### config.mk
export PLATFORM = sky130hd
export DESIGN_NAME = i8080_logic_group_alu
export DESIGN_NICKNAME = d
export VERILOG_FILES = /design/src/hw/rtl/lgalu_pkg.sv /design/src/hw/rtl/lgalu_ram.sv /design/src/hw/rtl/lgalu_exec.sv /design/src/hw/rtl/i8080_logic_group_alu.sv
export SDC_FILE = /design/constraint.sdc
export NUM_CORES = 1
export LEC_CHECK = 0
export BUFFER_PORTS_ARGS = -buffer_cell sky130_fd_sc_hd__clkbuf_2
export CORE_MARGIN = 2
export CORE_UTILIZATION = 60
export CTS_CLUSTER_SIZE = 14
export DETAILED_ROUTE_END_ITERATION = 10
export PLACE_DENSITY = 0.79
export SLEW_MARGIN = 20
export SYNTH_ARGS = -nofsm -noshare
export SYNTH_HDL_FRONTEND = slang
export SYNTH_HIERARCHICAL = 1
export SYNTH_SLANG_ARGS = --single-unit
### constraint.sdc
create_clock -name clk -period 11.7 [get_ports clk]
set_clock_uncertainty 0.2 [all_clocks]
set_input_delay 1.17 -clock clk [delete_from_list [all_inputs] [get_ports clk]]
set_output_delay 1.17 -clock clk [all_outputs]
set_load 0.02 [all_outputs]
### src/hw/rtl/lgalu_pkg.sv
// Shared types, opcodes and helpers for the 8080 logical group ALU.
`timescale 1ns / 1ps
package lgalu_pkg;

  localparam int NUM_GP = 6;
  localparam int GP_AW  = $clog2(NUM_GP);

  localparam logic [7:0] OP_CMA = 8'h2F;
  localparam logic [7:0] OP_CMC = 8'h3F;
  localparam logic [7:0] OP_ANI = 8'hE6;
  localparam logic [7:0] OP_XRI = 8'hEE;
  localparam logic [7:0] OP_ORI = 8'hF6;
  localparam logic [2:0] GRP_LOGIC = 3'b101;

  localparam logic [2:0] SRC_M = 3'd6;
  localparam logic [2:0] SRC_A = 3'd7;

  localparam logic [2:0] SEL_H     = 3'd4;
  localparam logic [2:0] SEL_L     = 3'd5;
  localparam logic [2:0] SEL_A     = 3'd6;
  localparam logic [2:0] SEL_FLAGS = 3'd7;

  localparam int FLG_CY = 0;
  localparam int FLG_P  = 1;
  localparam int FLG_Z  = 2;
  localparam int FLG_S  = 3;

  typedef enum logic [1:0] {
    KIND_ANA = 2'd0,
    KIND_XRA = 2'd1,
    KIND_ORA = 2'd2,
    KIND_CMP = 2'd3
  } kind_t;

  typedef struct packed {
    logic        action;
    logic [7:0]  opcode;
    logic [7:0]  data_byte;
    logic [2:0]  reg_select;
    logic [15:0] hl;
  } item_t;

  typedef struct packed {
    logic [7:0]  acc;
    logic        zero;
    logic        sign;
    logic        parity;
    logic        carry;
    logic [15:0] pc;
    logic [15:0] hl;
    logic        illegal;
  } result_t;

  function automatic logic [3:0] szp_of(input logic [7:0] v);
    logic [3:0] f;
    f         = '0;
    f[FLG_P]  = ~^v;
    f[FLG_Z]  = (v == 8'h00);
    f[FLG_S]  = v[7];
    return f;
  endfunction

endpackage

### src/hw/rtl/lgalu_ram.sv
// Generic single-write, single-read synchronous RAM with registered read.
`timescale 1ns / 1ps
module lgalu_ram #(
  parameter int WIDTH = 8,
  parameter int DEPTH = 8
) (
  input  logic                     clk,
  input  logic                     we,
  input  logic [$clog2(DEPTH)-1:0] waddr,
  input  logic [WIDTH-1:0]         wdata,
  input  logic [$clog2(DEPTH)-1:0] raddr,
  output logic [WIDTH-1:0]         rdata
);

  logic [WIDTH-1:0] mem [DEPTH];
  logic [WIDTH-1:0] rdata_r;

  always_ff @(posedge clk) begin
    if (we) begin
      mem[waddr] <= wdata;
    end
    rdata_r <= mem[raddr];
  end

  assign rdata = rdata_r;

endmodule

### src/hw/rtl/lgalu_exec.sv
// Execute stage: accumulator, flags and PC, and the logical group datapath.
`timescale 1ns / 1ps
module lgalu_exec import lgalu_pkg::*; (
  input  logic       clk,
  input  logic       rst_n,
  input  logic       fire,
  input  item_t      item,
  input  logic [7:0] operand,
  output result_t    res
);

  logic [7:0]  acc_r, acc_nxt;
  logic [3:0]  flg_r, flg_nxt;
  logic [15:0] pc_r, pc_nxt;
  logic        illegal;
  logic [7:0]  src;
  logic [8:0]  diff;
  logic [7:0]  logic_res;
  kind_t       kind;

  always_comb begin
    case (item.opcode[2:0])
      SRC_M:   src = item.data_byte;
      SRC_A:   src = acc_r;
      default: src = operand;
    endcase
    kind = kind_t'(item.opcode[4:3]);
    diff = {1'b0, acc_r} - {1'b0, src};
    case (kind)
      KIND_ANA: logic_res = acc_r & src;
      KIND_XRA: logic_res = acc_r ^ src;
      KIND_ORA: logic_res = acc_r | src;
      default:  logic_res = acc_r;
    endcase
  end

  always_comb begin
    acc_nxt = acc_r;
    flg_nxt = flg_r;
    pc_nxt  = pc_r;
    illegal = 1'b0;
    if (item.action) begin
      if (item.reg_select == SEL_A) begin
        acc_nxt = item.data_byte;
      end else if (item.reg_select == SEL_FLAGS) begin
        flg_nxt = item.data_byte[3:0];
      end
    end else if (item.opcode[7:5] == GRP_LOGIC) begin
      if (kind == KIND_CMP) begin
        flg_nxt         = szp_of(diff[7:0]);
        flg_nxt[FLG_CY] = diff[8];
      end else begin
        acc_nxt = logic_res;
        flg_nxt = szp_of(logic_res);
      end
      pc_nxt = pc_r + 16'd1;
    end else if (item.opcode == OP_ANI || item.opcode == OP_XRI ||
                 item.opcode == OP_ORI) begin
      if (item.opcode == OP_ANI) begin
        acc_nxt = acc_r & item.data_byte;
      end else if (item.opcode == OP_XRI) begin
        acc_nxt = acc_r ^ item.data_byte;
      end else begin
        acc_nxt = acc_r | item.data_byte;
      end
      flg_nxt = szp_of(acc_nxt);
      pc_nxt  = pc_r + 16'd2;
    end else if (item.opcode == OP_CMA) begin
      acc_nxt = ~acc_r;
      pc_nxt  = pc_r + 16'd1;
    end else if (item.opcode == OP_CMC) begin
      flg_nxt[FLG_CY] = ~flg_r[FLG_CY];
      pc_nxt          = pc_r + 16'd1;
    end else begin
      illegal = 1'b1;
    end
  end

  always_ff @(posedge clk) begin
    if (!rst_n) begin
      acc_r <= '0;
      flg_r <= '0;
      pc_r  <= '0;
    end else if (fire) begin
      acc_r <= acc_nxt;
      flg_r <= flg_nxt;
      pc_r  <= pc_nxt;
    end
  end

  always_comb begin
    res.acc     = acc_nxt;
    res.zero    = flg_nxt[FLG_Z];
    res.sign    = flg_nxt[FLG_S];
    res.parity  = flg_nxt[FLG_P];
    res.carry   = flg_nxt[FLG_CY];
    res.pc      = pc_nxt;
    res.hl      = item.hl;
    res.illegal = illegal;
  end

  a_illegal_keeps_pc: assert property (@(posedge clk) disable iff (!rst_n)
    fire && illegal |=> $stable(pc_r) && $stable(acc_r) && $stable(flg_r))
    else $error("illegal opcode changed architectural state");

  a_cma_keeps_flags: assert property (@(posedge clk) disable iff (!rst_n)
    fire && !item.action && item.opcode == OP_CMA |=> $stable(flg_r))
    else $error("CMA altered flags");

endmodule

### src/hw/rtl/i8080_logic_group_alu.sv
// Top level of the 8080 logical group ALU: handshake, register file and output stage.
// After acceptance a transaction is held in the execute-stage register, then its result in the output register.
// Throughput: one transaction per cycle while the output is not stalled; the register file read lines up with execute.
// B..L live in a RAM with registered read; loads write it at acceptance, reads are reissued
// while the execute stage stalls, so no forwarding is needed.
// Reset (synchronous, active low) zeroes A, flags, PC and per-entry valid bits; no sweep.
`timescale 1ns / 1ps
module i8080_logic_group_alu import lgalu_pkg::*; (
  input  logic        clk,
  input  logic        rst_n,
  input  logic        in_valid,
  output logic        in_ready,
  input  logic        in_action,
  input  logic [7:0]  in_opcode,
  input  logic [7:0]  in_data_byte,
  input  logic [2:0]  in_reg_select,
  output logic        out_valid,
  input  logic        out_ready,
  output logic [7:0]  out_acc_out,
  output logic        out_zero_flag,
  output logic        out_sign_flag,
  output logic        out_parity_flag,
  output logic        out_carry_flag,
  output logic [15:0] out_pc_out,
  output logic [15:0] out_hl_address,
  output logic        out_illegal
);

  logic              in_fire, s1_fire;
  logic              s1_valid_r, s1_valid_nxt;
  item_t             s1_item_r, in_item;
  logic              out_valid_r, out_valid_nxt;
  result_t           out_res_r, ex_res;
  logic [7:0]        h_r, l_r, h_nxt, l_nxt;
  logic [NUM_GP-1:0] gp_vld_r;
  logic              rd_vld_r;
  logic              gp_we;
  logic [2:0]        rd_sel;
  logic [GP_AW-1:0]  rd_addr;
  logic [7:0]        ram_rdata, operand;

  assign in_fire  = in_valid & in_ready;
  assign s1_fire  = s1_valid_r & (~out_valid_r | out_ready);
  assign in_ready = ~s1_valid_r | s1_fire;

  assign gp_we   = in_fire & in_action & (in_reg_select < 3'(NUM_GP));
  assign rd_sel  = in_ready ? in_opcode[2:0] : s1_item_r.opcode[2:0];
  assign rd_addr = (rd_sel < 3'(NUM_GP)) ? GP_AW'(rd_sel) : '0;
  assign operand = rd_vld_r ? ram_rdata : 8'h00;

  lgalu_ram #(
    .WIDTH (8),
    .DEPTH (NUM_GP)
  ) u_gp_ram (
    .clk   (clk),
    .we    (gp_we),
    .waddr (GP_AW'(in_reg_select)),
    .wdata (in_data_byte),
    .raddr (rd_addr),
    .rdata (ram_rdata)
  );

  always_comb begin
    h_nxt = h_r;
    l_nxt = l_r;
    if (in_action && in_reg_select == SEL_H) begin
      h_nxt = in_data_byte;
    end
    if (in_action && in_reg_select == SEL_L) begin
      l_nxt = in_data_byte;
    end
    in_item.action     = in_action;
    in_item.opcode     = in_opcode;
    in_item.data_byte  = in_data_byte;
    in_item.reg_select = in_reg_select;
    in_item.hl         = {h_nxt, l_nxt};
  end

  assign s1_valid_nxt  = in_fire | (s1_valid_r & ~s1_fire);
  assign out_valid_nxt = s1_fire | (out_valid_r & ~out_ready);

  always_ff @(posedge clk) begin
    if (!rst_n) begin
      s1_valid_r  <= 1'b0;
      out_valid_r <= 1'b0;
      h_r         <= '0;
      l_r         <= '0;
      gp_vld_r    <= '0;
      rd_vld_r    <= 1'b0;
    end else begin
      s1_valid_r  <= s1_valid_nxt;
      out_valid_r <= out_valid_nxt;
      rd_vld_r    <= gp_vld_r[rd_addr];
      if (in_fire) begin
        h_r <= h_nxt;
        l_r <= l_nxt;
      end
      if (gp_we) begin
        gp_vld_r[GP_AW'(in_reg_select)] <= 1'b1;
      end
    end
  end

  always_ff @(posedge clk) begin
    if (in_fire) begin
      s1_item_r <= in_item;
    end
    if (s1_fire) begin
      out_res_r <= ex_res;
    end
  end

  lgalu_exec u_exec (
    .clk     (clk),
    .rst_n   (rst_n),
    .fire    (s1_fire),
    .item    (s1_item_r),
    .operand (operand),
    .res     (ex_res)
  );

  assign out_valid       = out_valid_r;
  assign out_acc_out     = out_res_r.acc;
  assign out_zero_flag   = out_res_r.zero;
  assign out_sign_flag   = out_res_r.sign;
  assign out_parity_flag = out_res_r.parity;
  assign out_carry_flag  = out_res_r.carry;
  assign out_pc_out      = out_res_r.pc;
  assign out_hl_address  = out_res_r.hl;
  assign out_illegal     = out_res_r.illegal;

  a_s1_holds: assert property (@(posedge clk) disable iff (!rst_n)
    s1_valid_r && !s1_fire |=> s1_valid_r && $stable(s1_item_r))
    else $error("execute stage lost or changed a stalled transaction");

  a_no_write_on_stall: assert property (@(posedge clk) disable iff (!rst_n)
    s1_valid_r && !s1_fire |-> !gp_we)
    else $error("register file written while execute stage stalled");

  a_hl_tracks: assert property (@(posedge clk) disable iff (!rst_n)
    in_fire |=> s1_item_r.hl == {h_r, l_r})
    else $error("HL shadow out of step with accepted transaction");

endmodule
==> flow_metrics.tcl <==
set metrics [dict create \
    max-clock-path-buffers 2 \
    detail_route.wl_per_cell_um 19.50 \
    cts-htree-levels 4 \
    ff_latch_area_sq_mm 0.005095 \
    power_density_mw_per_mm2 137.7 \
    post_synth_instance_area_sq_mm 0.01041 \
    grt_use_met1_pct 35.48 \
    synth_adder_area_share_pct 6.201 \
    synth_fp_nets 1005 \
    floorplan.die.width_um 135.7 \
    biggest_area_contributors_in_the_synthesized_netlist "sky130_fd_sc_hd__edfxtp_1, sky130_fd_sc_hd__dfxtp_1, sky130_fd_sc_hd__ha_1" \
    dr.pass1.iters 6 \
    crit_required_ns 11.71 \
    tritoncts "done" \
    drv_slew 0 \
    synth_simple_gate_area_share_pct 14.24 \
    synth_async_sr_flop_share_pct 0 \
    initial_detailed_routing_violation_count 745 \
    fill_cells 1282 \
    postLayoutCellArea_sq_mm 0.01130 \
    grt.busiest_layer "met2" \
    dieArea_sq_mm 0.01842 \
    flow.area_growth_from_synthesis_pct 8.557 \
    post-place-ws_ns 7.175 \
    final_wl_um 23480 \
    dp_hpwl_um 16090 \
    synth.yosys.seq_area_share_pct 48.94 \
    relSlewSlack_pct 30.23 \
    timing_worst_slew_pin_value_ns 1.039 \
    number_of_different_library_cells_in_the_post_synthesis_netlist 96 \
    prevailing_post_synth_register_cell "sky130_fd_sc_hd__edfxtp_1" \
    final_critical_path_setup_slack_ns 7.070 \
    place.detailed.instances 1172 \
    core_area_sq_mm 0.01712 \
    synth_area_in_compound_gates_pct 14.01 \
    worst-r2r-setup-slack_ns 7.07 \
    dominant_combinational_cell_family_by_area_after_synthesis "simple AND/OR/NAND/NOR gates" \
    postCtsResizedCells 0 \
    antenna_found_initial 0 \
    multi_input_comb_area_sq_mm 0.004762 \
    grt_pass1_wl_um 36870 \
    drc 0 \
    globalRouteOverflowTotal 0 \
    grt_max_degree 66 \
    yosys.area_share.xor_xnor_pct 3.028 \
    gp_routability_congestion 0.9331 \
    num_vias 7439 \
    ant_nets 0 \
    ys_warn_count 6 \
    ir_drop_mv 0.1459 \
    placement_cell_area_sq_mm 0.01071 \
    initial_utilization_pct 60.83 \
    clock-sinks 190 \
    clock-root-buffer "sky130_fd_sc_hd__clkbuf_16" \
    post_synth_most_frequent_cells "sky130_fd_sc_hd__edfxtp_1, sky130_fd_sc_hd__nand2_1, sky130_fd_sc_hd__dfxtp_1" \
    number_of_buffers_added_by_the_clock_tree_synthesis_step 17 \
    rows 48 \
    final_cell_count_no_fill 1204 \
    clk_transition_reported_paths_ns 0.07 \
    synth_enable_flop_cells 129 \
    postCtsSetupRepairBufs 0 \
    later_pin_clock_latency_in_the_skew_report_ns 0.44 \
    avg_synthesized_cell_area_sq_um 11.19 \
    final_layout_size_suffix_gt1_share_pct 18.18 \
    setup-violations-final 0 \
    dieHeight_um 135.7 \
    synthMuxAreaShare_pct 8.136 \
    max_freq_mhz 216.0 \
    max-cap-violations 0 \
    rsz0062_at_grt "false" \
    cp-start-kind "flop" \
    placement.io_buffers 70 \
    finalHoldViolCount 0 \
    crit_path_max_fanout 18 \
    vias_per_cell 6.179 \
    layout_worst_path_cycle_share_pct 39.57 \
    hold_path_class "reg -> reg" \
    synthCells 930 \
    grt_util_met2_pct 42.17 \
    synth.largest_area_cell "sky130_fd_sc_hd__edfxtp_1" \
    fin_crit_ns 4.630 \
    synth.most_common_cell "sky130_fd_sc_hd__edfxtp_1" \
    antennaDiodeCount 0 \
    hold_buffers 0 \
    synth.ff_latch_count 190 \
    grt_pass1_vias 6874 \
    result_of_the_run "complete, no violations" \
    critPathCaptureType "flop" \
    globalRouteMet3Util_pct 4.452 \
    cellLeakagePower_nw 4.385 \
    synth_top_cell_area_share_pct 37.21 \
    io_pins 71 \
    final.setup.tns_ns 0 \
    timing_worst_setup_path_type "reg -> reg" \
    global_route.usage.total_pct 26.38 \
    critPathArrivalTime_ns 4.64 \
    final_stage_net_count 1041 \
]
state kept, by name, summed over array words and instances, names as in the netlist, 16 cells and up:
register        cells
u_gp_ram/mem       48
s1_item_r          36
out_hl_address     16
out_pc_out         16
u_exec/pc_r        16
layer usage:
layer	routed length [um]	up-vias
met5	0	-
met2	11110	345
met4	804	0
met3	1848	67
met1	9716	3543
li1	-	3484
worst max-delay path, cell delays in order, from the launching register on:
cell and delay [ns]:
sky130_fd_sc_hd__edfxtp_1 0.88, sky130_fd_sc_hd__mux2i_1 0.25, sky130_fd_sc_hd__o21ai_0 0.16, sky130_fd_sc_hd__ha_1 0.26, sky130_fd_sc_hd__fa_1 0.41, sky130_fd_sc_hd__o311ai_1 0.58
sky130_fd_sc_hd__a21oi_1 0.14, sky130_fd_sc_hd__o21ai_0 0.22, sky130_fd_sc_hd__xor2_1 0.18, sky130_fd_sc_hd__ha_1 0.26, sky130_fd_sc_hd__xor2_1 0.17, sky130_fd_sc_hd__xnor2_1 0.13
sky130_fd_sc_hd__nor2_1 0.10, sky130_fd_sc_hd__a211oi_1 0.06, sky130_fd_sc_hd__o41ai_1 0.42
per-stage QoR:
stage                     hold WS, ns  utilization (%)  total power [mW]
after floorplan                0.2309                -            0.9402
after global placement         0.2015            62.60            0.9934
after detailed placement       0.2045            62.60            0.9970
after CTS                      0.2204            66.00             1.559
after global routing           0.2276            66.03             1.612
final                          0.2201            66.03             1.556
cell families after synthesis:
family,count (synthesis)
compound gates,197
xor+xnor,36
fa+ha+maj,51
buf+inv,106
flops,190
mux,76
simple gates,274
placed cells by master (no fill, tap or decap), types with 20 or more instances in the layout:
| cell type | n |
|---|---|
| sky130_fd_sc_hd__inv_1 | 43 |
| sky130_fd_sc_hd__a21oi_1 | 34 |
| sky130_fd_sc_hd__nor2_1 | 38 |
| sky130_fd_sc_hd__mux2i_1 | 52 |
| sky130_fd_sc_hd__nand3_1 | 35 |
| sky130_fd_sc_hd__edfxtp_1 | 129 |
| sky130_fd_sc_hd__nand2_1 | 82 |
| sky130_fd_sc_hd__clkbuf_2 | 70 |
| sky130_fd_sc_hd__and2_1 | 23 |
| sky130_fd_sc_hd__dfxtp_1 | 61 |
| sky130_fd_sc_hd__o21ai_0 | 40 |
| sky130_fd_sc_hd__ha_1 | 50 |
| sky130_fd_sc_hd__xnor2_1 | 20 |
area by class of cell:
| type | count | share of cell area (%) |
|---|---|---|
| inverter | 46 | 1.572 |
| tap | 225 | 2.491 |
| timing repair buffer | 77 | 3.565 |
| clock buffer | 19 | 3.830 |
| sequential | 190 | 45.08 |
| clock inverter | 13 | 1.328 |
| multi-input combinational | 634 | 42.13 |
path summary, 6_finish.rpt:
path / endpoint / cells after the start / startpoint
setup / recovery: out_parity_flag / 14 / s1_item_r[27]
hold / removal: out_hl_address[3] / 0 / s1_item_r[3]
hold reg to reg: out_hl_address[3] / 0 / s1_item_r[3]
setup reg to reg: out_parity_flag / 14 / s1_item_r[27]
power by group:
group | switching (mW) | internal (mW) | total (mW) | leakage (nW)
logic | 0.136 | 0.0883 | 0.224 | 2.39
clock network | 0.268 | 0.303 | 0.571 | 0.288
registers | 0.0173 | 0.744 | 0.761 | 1.71
Note: power is estimated with default switching activity, not from simulation.
